### config.mk
export PLATFORM = sky130hd
export DESIGN_NAME = gyro_to_mouse_delta_core
export DESIGN_NICKNAME = d
export VERILOG_FILES = /design/src/rtl/core/gtmd_pkg.sv /design/src/rtl/core/gtmd_lane.sv /design/src/rtl/core/gtmd_merge.sv /design/src/rtl/core/gyro_to_mouse_delta_core.sv
export SDC_FILE = /design/constraint.sdc
export NUM_CORES = 2
export LEC_CHECK = 0
export BUFFER_PORTS_ARGS = -buffer_cell sky130_fd_sc_hd__buf_4
export CAP_MARGIN = 20
export CORE_ASPECT_RATIO = 1.75
export CORE_UTILIZATION = 30
export DETAILED_ROUTE_END_ITERATION = 12
export GPL_ROUTABILITY_DRIVEN = 0
export GPL_TIMING_DRIVEN = 0
export PLACE_DENSITY = 0.44
export REMOVE_ABC_BUFFERS = 1
export SYNTH_ARGS = -nofsm -noshare
export SYNTH_HDL_FRONTEND = slang
export SYNTH_SLANG_ARGS = --single-unit
### constraint.sdc
create_clock -name clk -period 18.9 [get_ports clk]
set_clock_uncertainty 0.05 [all_clocks]
set_input_delay 1.89 -clock clk [delete_from_list [all_inputs] [get_ports clk]]
set_output_delay 1.89 -clock clk [all_outputs]
set_load 0.02 [all_outputs]
### src/rtl/core/gtmd_pkg.sv
// shared types and constants for the gyro to mouse delta core
// no dependencies
package gtmd_pkg;

	// default fraction bits of smoothed rates and accumulators
	localparam int FRAC_BITS_DEF = 8;

	// stream and register port widths
	localparam int S_DATA_W   = 40;
	localparam int M_DATA_W   = 24;
	localparam int CFG_IDX_W  = 3;
	localparam int CFG_DATA_W = 16;

	// register indexes
	typedef enum logic [CFG_IDX_W-1:0] {
		CFG_DEAD_ZONE   = 3'd0,
		CFG_SPEED_GAIN  = 3'd1,
		CFG_MAX_DELTA   = 3'd2,
		CFG_SMOOTH_KEEP = 3'd3,
		CFG_IDLE_DECAY  = 3'd4
	} cfg_idx_t;

	// register reset values
	localparam logic [14:0] DEAD_ZONE_RST   = 15'd64;
	localparam logic [11:0] SPEED_GAIN_RST  = 12'd512;
	localparam logic [6:0]  MAX_DELTA_RST   = 7'd120;
	localparam logic [15:0] SMOOTH_KEEP_RST = 16'd47186;
	localparam logic [15:0] IDLE_DECAY_RST  = 16'd39322;

	// 24-bit saturation bounds
	localparam logic signed [23:0] ACC_MAX = 24'sh7FFFFF;
	localparam logic signed [23:0] ACC_MIN = 24'sh800000;

	// step strobes from the sequencer to the lanes and the merge stage
	typedef struct packed {
		logic load;
		logic mul_keep;
		logic mul_new;
		logic smooth;
		logic zone;
		logic mul_acc;
		logic add;
		logic whole;
		logic commit;
	} lane_ctl_t;

endpackage

### src/rtl/core/gtmd_lane.sv
// one axis lane: rate smoothing, dead zone, fraction accumulator, whole delta
// depends on gtmd_pkg
module gtmd_lane #(
	parameter int FRAC_BITS = gtmd_pkg::FRAC_BITS_DEF
) (
	input  logic               clk,
	input  logic               arst_n,
	input  gtmd_pkg::lane_ctl_t ctl,
	input  logic signed [15:0] rate,
	input  logic [14:0]        dead_zone,
	input  logic [11:0]        speed_gain,
	input  logic [6:0]         max_delta,
	input  logic [15:0]        smooth_keep,
	input  logic [15:0]        idle_decay,
	output logic signed [7:0]  move
);
	import gtmd_pkg::*;

	localparam int NEW_W = 34 + FRAC_BITS;
	localparam int SUM_W = ((NEW_W > 41) ? NEW_W : 41) + 1;
	localparam int SH_W  = SUM_W - 16;
	localparam int DZ_W  = 15 + FRAC_BITS;
	localparam int CMP_W = ((DZ_W > 24) ? DZ_W : 24) + 1;
	localparam logic signed [23:0]      FRAC_BIAS  = 24'((1 << FRAC_BITS) - 1);
	localparam logic signed [42:0]      DECAY_BIAS = 43'sd65535;
	localparam logic signed [SUM_W-1:0] ROUND_HALF = SUM_W'(32'sd32768);

	logic signed [15:0] rate_q;
	logic signed [23:0] smooth_q;
	logic signed [23:0] acc_q;
	logic signed [40:0] keep_prod_q;
	logic signed [42:0] prod_q;
	logic [23:0]        diff_q;
	logic               in_zone_q;
	logic               neg_q;
	logic signed [7:0]  w_q;

	// shared multiplier operands
	logic [16:0]        new_weight;
	logic signed [24:0] mul_a;
	logic signed [17:0] mul_b;
	logic signed [42:0] mul_p;

	assign new_weight = 17'h10000 - {1'b0, smooth_keep};

	always_comb begin
		mul_a = '0;
		mul_b = '0;
		priority if (ctl.mul_keep) begin
			mul_a = {smooth_q[23], smooth_q};
			mul_b = {2'b00, smooth_keep};
		end else if (ctl.mul_new) begin
			mul_a = 25'(rate_q);
			mul_b = {1'b0, new_weight};
		end else if (in_zone_q) begin
			mul_a = {acc_q[23], acc_q};
			mul_b = {2'b00, idle_decay};
		end else begin
			mul_a = {1'b0, diff_q};
			mul_b = {6'd0, speed_gain};
		end
	end

	assign mul_p = mul_a * mul_b;

	// exponential average with round half up and saturation
	logic signed [SUM_W-1:0] keep_ext;
	logic signed [SUM_W-1:0] new_ext;
	logic signed [SUM_W-1:0] smooth_sum;
	logic signed [SH_W-1:0]  smooth_sh;
	logic signed [23:0]      smooth_sat;

	assign keep_ext   = SUM_W'(keep_prod_q);
	assign new_ext    = SUM_W'($signed(prod_q[33:0])) <<< FRAC_BITS;
	assign smooth_sum = keep_ext + new_ext + ROUND_HALF;
	assign smooth_sh  = smooth_sum[SUM_W-1:16];

	always_comb begin
		priority if (smooth_sh > ACC_MAX) begin
			smooth_sat = ACC_MAX;
		end else if (smooth_sh < ACC_MIN) begin
			smooth_sat = ACC_MIN;
		end else begin
			smooth_sat = smooth_sh[23:0];
		end
	end

	// magnitude against dead zone; drive is the negated smoothed rate
	logic signed [24:0] s_ext;
	logic signed [24:0] s_abs;
	logic [DZ_W-1:0]    dz;
	logic [CMP_W-1:0]   mag_ext;
	logic [CMP_W-1:0]   dz_ext;
	logic [CMP_W-1:0]   diff_full;

	assign s_ext     = {smooth_q[23], smooth_q};
	assign s_abs     = smooth_q[23] ? -s_ext : s_ext;
	assign dz        = {dead_zone, {FRAC_BITS{1'b0}}};
	assign mag_ext   = CMP_W'(s_abs[23:0]);
	assign dz_ext    = CMP_W'(dz);
	assign diff_full = mag_ext - dz_ext;

	// decay toward zero or add the gained step
	logic signed [42:0] decay_b;
	logic signed [23:0] gain_d;
	logic signed [23:0] step_d;
	logic signed [24:0] acc_sum;
	logic signed [23:0] acc_next;

	assign decay_b = prod_q + (prod_q[42] ? DECAY_BIAS : 43'sd0);
	assign gain_d  = prod_q[35:12];
	assign step_d  = neg_q ? -gain_d : gain_d;
	assign acc_sum = {acc_q[23], acc_q} + {step_d[23], step_d};

	always_comb begin
		priority if (in_zone_q) begin
			acc_next = decay_b[39:16];
		end else if (acc_sum > 25'(ACC_MAX)) begin
			acc_next = ACC_MAX;
		end else if (acc_sum < 25'(ACC_MIN)) begin
			acc_next = ACC_MIN;
		end else begin
			acc_next = acc_sum[23:0];
		end
	end

	// whole part toward zero, clamped
	logic signed [23:0] acc_b;
	logic signed [23:0] whole;
	logic signed [7:0]  lim;
	logic signed [23:0] lim_ext;
	logic signed [7:0]  w_next;

	assign acc_b   = acc_q + (acc_q[23] ? FRAC_BIAS : 24'sd0);
	assign whole   = acc_b >>> FRAC_BITS;
	assign lim     = {1'b0, max_delta};
	assign lim_ext = 24'(lim);

	always_comb begin
		priority if (in_zone_q) begin
			w_next = '0;
		end else if (whole > lim_ext) begin
			w_next = lim;
		end else if (whole < -lim_ext) begin
			w_next = -lim;
		end else begin
			w_next = whole[7:0];
		end
	end

	// lane state
	always_ff @(posedge clk or negedge arst_n) begin
		if (!arst_n) begin
			smooth_q <= '0;
			acc_q    <= '0;
		end else begin
			if (ctl.smooth) begin
				smooth_q <= smooth_sat;
			end
			if (ctl.add) begin
				acc_q <= acc_next;
			end else if (ctl.commit) begin
				acc_q <= acc_q - (24'(w_q) <<< FRAC_BITS);
			end
		end
	end

	// working registers
	always_ff @(posedge clk) begin
		if (ctl.load) begin
			rate_q <= rate;
		end
		if (ctl.mul_keep) begin
			keep_prod_q <= mul_p[40:0];
		end
		if (ctl.mul_new || ctl.mul_acc) begin
			prod_q <= mul_p;
		end
		if (ctl.zone) begin
			in_zone_q <= mag_ext < dz_ext;
			neg_q     <= !smooth_q[23] && (smooth_q != 24'sd0);
			diff_q    <= diff_full[23:0];
		end
		if (ctl.whole) begin
			w_q <= w_next;
		end
	end

	assign move = w_q;

endmodule

### src/rtl/core/gtmd_merge.sv
// merge stage: report decision, button history and output register
// depends on gtmd_pkg
module gtmd_merge (
	input  logic                clk,
	input  logic                arst_n,
	input  gtmd_pkg::lane_ctl_t ctl,
	input  logic                left_down,
	input  logic                right_down,
	input  logic                host_ready,
	input  logic signed [7:0]   dx,
	input  logic signed [7:0]   dy,
	input  logic                out_ready,
	output logic                out_valid,
	output logic                send_report,
	output logic [1:0]          button_bits,
	output logic signed [7:0]   move_x,
	output logic signed [7:0]   move_y
);
	import gtmd_pkg::*;

	logic [1:0] btn_q;
	logic       ready_q;
	logic [1:0] sent_q;
	logic       never_q;
	logic       valid_q;
	logic       send_q;
	logic [1:0] bits_q;
	logic signed [7:0] mx_q;
	logic signed [7:0] my_q;
	logic       send;

	// report when ready and something moved, changed or nothing went out yet
	assign send = ready_q && ((dx != 8'sd0) || (dy != 8'sd0) || (btn_q != sent_q) || never_q);

	// control and history
	always_ff @(posedge clk or negedge arst_n) begin
		if (!arst_n) begin
			valid_q <= 1'b0;
			sent_q  <= '0;
			never_q <= 1'b1;
		end else begin
			if (ctl.commit) begin
				valid_q <= 1'b1;
				if (send) begin
					sent_q  <= btn_q;
					never_q <= 1'b0;
				end
			end else if (out_ready) begin
				valid_q <= 1'b0;
			end
		end
	end

	// item inputs and result payload
	always_ff @(posedge clk) begin
		if (ctl.load) begin
			btn_q   <= {right_down, left_down};
			ready_q <= host_ready;
		end
		if (ctl.commit) begin
			send_q <= send;
			bits_q <= send ? btn_q : 2'b00;
			mx_q   <= send ? dx : 8'sd0;
			my_q   <= send ? dy : 8'sd0;
		end
	end

	assign out_valid   = valid_q;
	assign send_report = send_q;
	assign button_bits = bits_q;
	assign move_x      = mx_q;
	assign move_y      = my_q;

endmodule

### src/rtl/core/gyro_to_mouse_delta_core.sv
// top level of the gyro to mouse delta core: registers, sequencer, two lanes, merge
// depends on gtmd_pkg, gtmd_lane, gtmd_merge
//
// channel   dir  fields (lsb first)
// s_        in   rate_x[15:0] rate_z[31:16] left_down[32] right_down[33] host_ready[34]
// m_        out  send_report[0] button_bits[2:1] move_x[10:3] move_y[18:11]
// wr_       in   register index, data; written whenever wr_en is high
//
// one item passes through the accept and eight sequencer steps, a sequence set by the
// single multiplier each lane shares between smoothing, decay and gain
// both lanes run the same steps at once; the merge stage forms the report
// the last step waits while the output register holds an untaken result
// s_tready is high only while the sequencer is idle; working and payload regs lack reset
module gyro_to_mouse_delta_core #(
	parameter int FRAC_BITS = gtmd_pkg::FRAC_BITS_DEF
) (
	input  logic                            clk,
	input  logic                            arst_n,
	input  logic                            wr_en,
	input  logic [gtmd_pkg::CFG_IDX_W-1:0]  wr_index,
	input  logic [gtmd_pkg::CFG_DATA_W-1:0] wr_data,
	input  logic                            s_tvalid,
	output logic                            s_tready,
	// rate_x, rate_z, left_down, right_down, host_ready, zero pad
	input  logic [gtmd_pkg::S_DATA_W-1:0]   s_tdata,
	output logic                            m_tvalid,
	input  logic                            m_tready,
	// send_report, button_bits, move_x, move_y, zero pad
	output logic [gtmd_pkg::M_DATA_W-1:0]   m_tdata
);
	import gtmd_pkg::*;

	typedef enum logic [3:0] {
		ST_IDLE,
		ST_MUL_KEEP,
		ST_MUL_NEW,
		ST_SMOOTH,
		ST_ZONE,
		ST_MUL_ACC,
		ST_ADD,
		ST_WHOLE,
		ST_COMMIT
	} state_t;

	state_t state_q;

	logic [14:0] dead_zone_q;
	logic [11:0] speed_gain_q;
	logic [6:0]  max_delta_q;
	logic [15:0] smooth_keep_q;
	logic [15:0] idle_decay_q;

	lane_ctl_t ctl;
	logic signed [7:0] dx;
	logic signed [7:0] dy;
	logic              send_report;
	logic [1:0]        button_bits;
	logic signed [7:0] move_x;
	logic signed [7:0] move_y;

	// configuration registers
	always_ff @(posedge clk or negedge arst_n) begin
		if (!arst_n) begin
			dead_zone_q   <= DEAD_ZONE_RST;
			speed_gain_q  <= SPEED_GAIN_RST;
			max_delta_q   <= MAX_DELTA_RST;
			smooth_keep_q <= SMOOTH_KEEP_RST;
			idle_decay_q  <= IDLE_DECAY_RST;
		end else if (wr_en) begin
			unique case (cfg_idx_t'(wr_index))
				CFG_DEAD_ZONE:   dead_zone_q   <= wr_data[14:0];
				CFG_SPEED_GAIN:  speed_gain_q  <= wr_data[11:0];
				CFG_MAX_DELTA:   max_delta_q   <= wr_data[6:0];
				CFG_SMOOTH_KEEP: smooth_keep_q <= wr_data;
				CFG_IDLE_DECAY:  idle_decay_q  <= wr_data;
				default: ;
			endcase
		end
	end

	// step strobes
	always_comb begin
		ctl          = '0;
		ctl.load     = (state_q == ST_IDLE) && s_tvalid;
		ctl.mul_keep = (state_q == ST_MUL_KEEP);
		ctl.mul_new  = (state_q == ST_MUL_NEW);
		ctl.smooth   = (state_q == ST_SMOOTH);
		ctl.zone     = (state_q == ST_ZONE);
		ctl.mul_acc  = (state_q == ST_MUL_ACC);
		ctl.add      = (state_q == ST_ADD);
		ctl.whole    = (state_q == ST_WHOLE);
		ctl.commit   = (state_q == ST_COMMIT) && (!m_tvalid || m_tready);
	end

	// sequencer
	always_ff @(posedge clk or negedge arst_n) begin
		if (!arst_n) begin
			state_q <= ST_IDLE;
		end else begin
			unique case (state_q)
				ST_IDLE:     if (s_tvalid) state_q <= ST_MUL_KEEP;
				ST_MUL_KEEP: state_q <= ST_MUL_NEW;
				ST_MUL_NEW:  state_q <= ST_SMOOTH;
				ST_SMOOTH:   state_q <= ST_ZONE;
				ST_ZONE:     state_q <= ST_MUL_ACC;
				ST_MUL_ACC:  state_q <= ST_ADD;
				ST_ADD:      state_q <= ST_WHOLE;
				ST_WHOLE:    state_q <= ST_COMMIT;
				ST_COMMIT:   if (ctl.commit) state_q <= ST_IDLE;
				default:     state_q <= ST_IDLE;
			endcase
		end
	end

	assign s_tready = (state_q == ST_IDLE);

	// horizontal lane driven by z rate
	gtmd_lane #(.FRAC_BITS(FRAC_BITS)) u_lane_x (
		.clk         (clk),
		.arst_n      (arst_n),
		.ctl         (ctl),
		.rate        ($signed(s_tdata[31:16])),
		.dead_zone   (dead_zone_q),
		.speed_gain  (speed_gain_q),
		.max_delta   (max_delta_q),
		.smooth_keep (smooth_keep_q),
		.idle_decay  (idle_decay_q),
		.move        (dx)
	);

	// vertical lane driven by x rate
	gtmd_lane #(.FRAC_BITS(FRAC_BITS)) u_lane_y (
		.clk         (clk),
		.arst_n      (arst_n),
		.ctl         (ctl),
		.rate        ($signed(s_tdata[15:0])),
		.dead_zone   (dead_zone_q),
		.speed_gain  (speed_gain_q),
		.max_delta   (max_delta_q),
		.smooth_keep (smooth_keep_q),
		.idle_decay  (idle_decay_q),
		.move        (dy)
	);

	gtmd_merge u_merge (
		.clk         (clk),
		.arst_n      (arst_n),
		.ctl         (ctl),
		.left_down   (s_tdata[32]),
		.right_down  (s_tdata[33]),
		.host_ready  (s_tdata[34]),
		.dx          (dx),
		.dy          (dy),
		.out_ready   (m_tready),
		.out_valid   (m_tvalid),
		.send_report (send_report),
		.button_bits (button_bits),
		.move_x      (move_x),
		.move_y      (move_y)
	);

	assign m_tdata = {5'd0, move_y, move_x, button_bits, send_report};

endmodule

==> impl_metrics.json <==
{
  "outcome": "finished, final reports clean",
  "max_slew_margin_pct": 24.99,
  "syn_inst": 6736,
  "cp.depth": 31,
  "cpMostUsedCell": "fa_1",
  "postCtsResizedCells": 0,
  "rsz0062_at_grt": "no",
  "grt-ovfl-total": 0,
  "fillers": 21160,
  "setup_viol": 0,
  "cp-start-kind": "register",
  "path_delay_family": "adder cells",
  "ios": 90,
  "yosysWarnings": 0,
  "grt_max_degree": 97,
  "hpwl_mm": 177.8,
  "rows": 219,
  "cp-endpoint": "u_lane_y.prod_q[42]$_DFFE_PP_",
  "antenna_left": 0,
  "finalHoldViolations": 0,
  "drt_iter0_markers": 2471,
  "worstSetupPathType": "reg2reg",
  "dieArea_mm2": 0.2075,
  "finalNonFillerCells": 9412,
  "drv_slew": 0,
  "r2r_end": "u_lane_y.prod_q[42]$_DFFE_PP_",
  "synth_edf_count": 270,
  "ys_ff_latch": 440,
  "drc": 0,
  "antenna_found_initial": 7,
  "final_util_pct": 33.60,
  "crit_path_max_incr_delay_ns": 0.76,
  "hold_buffers": 0,
  "final_nets": 8165,
  "fp.dieH_um": 601.9,
  "async_flop_share_pct": 38.64,
  "syn_avg_cell_area_um2": 9.159,
  "yosys-top-cells-area": "fa_1 (27%), edfxtp_1 (13%), ha_1 (11%)",
  "reg2reg_from": "state_q[3]$_DFFE_PN0P_",
  "yosysTopAreaCellShare_pct": 27.19,
  "clock_path_buffers": 3,
  "coreArea_mm2": 0.2039,
  "ys_types": 89,
  "cts-root-buf": "clkbuf_16",
  "rr_worst_depth": 31,
  "hold_class": "reg2reg",
  "grt_usage_pct": 20.98,
  "yosys_most_used_dff": "edfxtp_1",
  "drive_gt1_share_pct": 7.430,
  "max_freq_mhz": 88.29,
  "ys_top_cells_by_count": "inv_1 (1109), fa_1 (838), nand2_1 (744)",
  "worst_pin_slew_ns": 1.125,
  "dpl.cell_count": 9307,
  "synth_largest_area_cell": "fa_1",
  "cts_buffers": 52,
  "drv_cap": 0,
  "portBuffers": 79,
  "path_max_fanout": 90,
  "reg2reg_slack_ns": 7.57,
  "drt_first_pass_iters": 5,
  "fin_crit_ns": 11.33,
  "syn2layout_area_growth_pct": 11.04,
  "crit_buf_inv": 7,
  "vias": 47380,
  "initial_core_util_pct": 30.26,
  "cp.arrival_ns": 11.64,
  "grt_pass1_vias": 51700,
  "clkTransAtPathRegs_ns": 0.07,
  "clock_latency_ns": 0.71,
  "routedWlPerCell_um": 22.84,
  "die_x_um": 344.8,
  "cts_tree": "built",
  "crit_slowest_cell": "xnor2_1",
  "startpoint": "state_q[3]$_DFFE_PN0P_",
  "post_cts_buffers": 0,
  "drt_wl_total_mm": 214.9,
  "synth_area_mm2": 0.06170,
  "numClockSinks": 440,
  "crit_required_ns": 19.22,
  "post-synth-top-count-cell": "inv_1",
  "yosysSeqAreaShare_pct": 20.08,
  "hold_slack_ns": 0.4439,
  "endpoint_kind": "register",
  "viasPerCell": 5.034,
  "grt_pass1_wl_mm": 324.3,
  "final.period_utilization_pct": 59.93,
  "htree_num_levels": 2
}
routing by layer:
layer | part of all wire, % | vias to the layer above | global-route usage [%]
li1 | - | 21950 | -
met4 | 5.2 | 2 | 9.794
met5 | 0.0042 | - | 0
met3 | 2.8 | 398 | 1.578
met2 | 55 | 921 | 40.88
met1 | 37 | 24110 | 22.33
sequential cells by signal, summed over array words and instances (netlist names), 33 cells and up:
| name | flops |
|---|---|
| u_lane_x.prod_q | 41 |
| u_lane_y.prod_q | 41 |
| u_lane_x.keep_prod_q | 33 |
| u_lane_y.keep_prod_q | 33 |
area by class of cell:
class                           instances  area, um^2  area share [%]
Inverter                             1110        4174           6.093
Multi-Input combinational cell       4929       44590           65.08
Sequential cell                       440       12390           18.08
Tap cell                             2652        3318           4.844
Antenna cell                            4       10.01         0.01461
Clock buffer                           60        1371           2.002
Clock inverter                         38       442.9          0.6465
Timing Repair Buffer                  179        2215           3.233
worst reg2reg max path, delay by kind of cell (launching register included):
kind | cells | cell delay, ns
compound gates | 11 | 3.28
xor+xnor | 1 | 0.76
fa+ha+maj | 7 | 3.57
buf+inv | 7 | 1.47
flops | 1 | 0.53
simple gates | 5 | 1.34
cell families (layout without fill, tap and decap cells):
group / Yosys count / after routing / synth area share, %
simple gates: 1872 / 1872 / 13.42
flops: 440 / 440 / 20.08
compound gates: 1164 / 1164 / 12.18
fa+ha+maj: 1390 / 1390 / 38.38
mux: 121 / 121 / 2.123
xor+xnor: 377 / 377 / 5.352
other cells: 1 / 9 / 0.006078
buf+inv: 1371 / 1387 / 8.461
layout by cell type, fill, tap and decap left out, drive strengths merged, types with 26 or more instances in the layout:
cell	Yosys	final
and2	60	60
inv	1109	1117
xnor2	260	260
o22ai	41	41
nand3	72	72
mux2i	42	42
a31oi	35	35
or3	32	32
nand4	34	34
xor2	117	117
clkbuf	226	61
nand2b	73	73
fa	838	838
buf	34	178
o31ai	44	44
dfrtp	148	148
nor2b	75	75
a221o	26	26
nand2	744	744
ha	551	551
nor3	64	64
edfxtp	270	270
o21ai	266	266
and3	29	29
o21a	71	71
a21o	111	111
a21oi	325	325
mux2	79	79
nor2	601	601
a211oi	59	59
through the flow:
step                      instance area [um^2]  setup WS, ns  TNS [ns]
after floorplan                          60660         6.339         0
after global placement                   64570        -6.296   -556.71
after detailed placement                 66660         7.519         0
after CTS                                68470         7.464         0
after global routing                     68500         7.029         0
final                                    68510         7.574         0
worst min-delay path by stage:
stage	from	to	slack (ns)	depth (start not counted)
6_report	u_merge.never_q$_DFFE_PN1P_	u_merge.never_q$_DFFE_PN1P_	0.44	1
5_1_grt	u_merge.never_q$_DFFE_PN1P_	u_merge.never_q$_DFFE_PN1P_	0.46	1
4_1_cts	u_merge.never_q$_DFFE_PN1P_	u_merge.never_q$_DFFE_PN1P_	0.45	1
3_5_place_dp	u_merge.never_q$_DFFE_PN1P_	u_merge.never_q$_DFFE_PN1P_	0.44	1
3_3_place_gp	u_merge.never_q$_DFFE_PN1P_	u_merge.never_q$_DFFE_PN1P_	0.44	1
2_1_floorplan	u_merge.never_q$_DFFE_PN1P_	u_merge.never_q$_DFFE_PN1P_	0.42	1
Power is left out: the tool's default activity adds up to more than one toggle a clock period on the data nets, which glitch-free logic cannot reach.
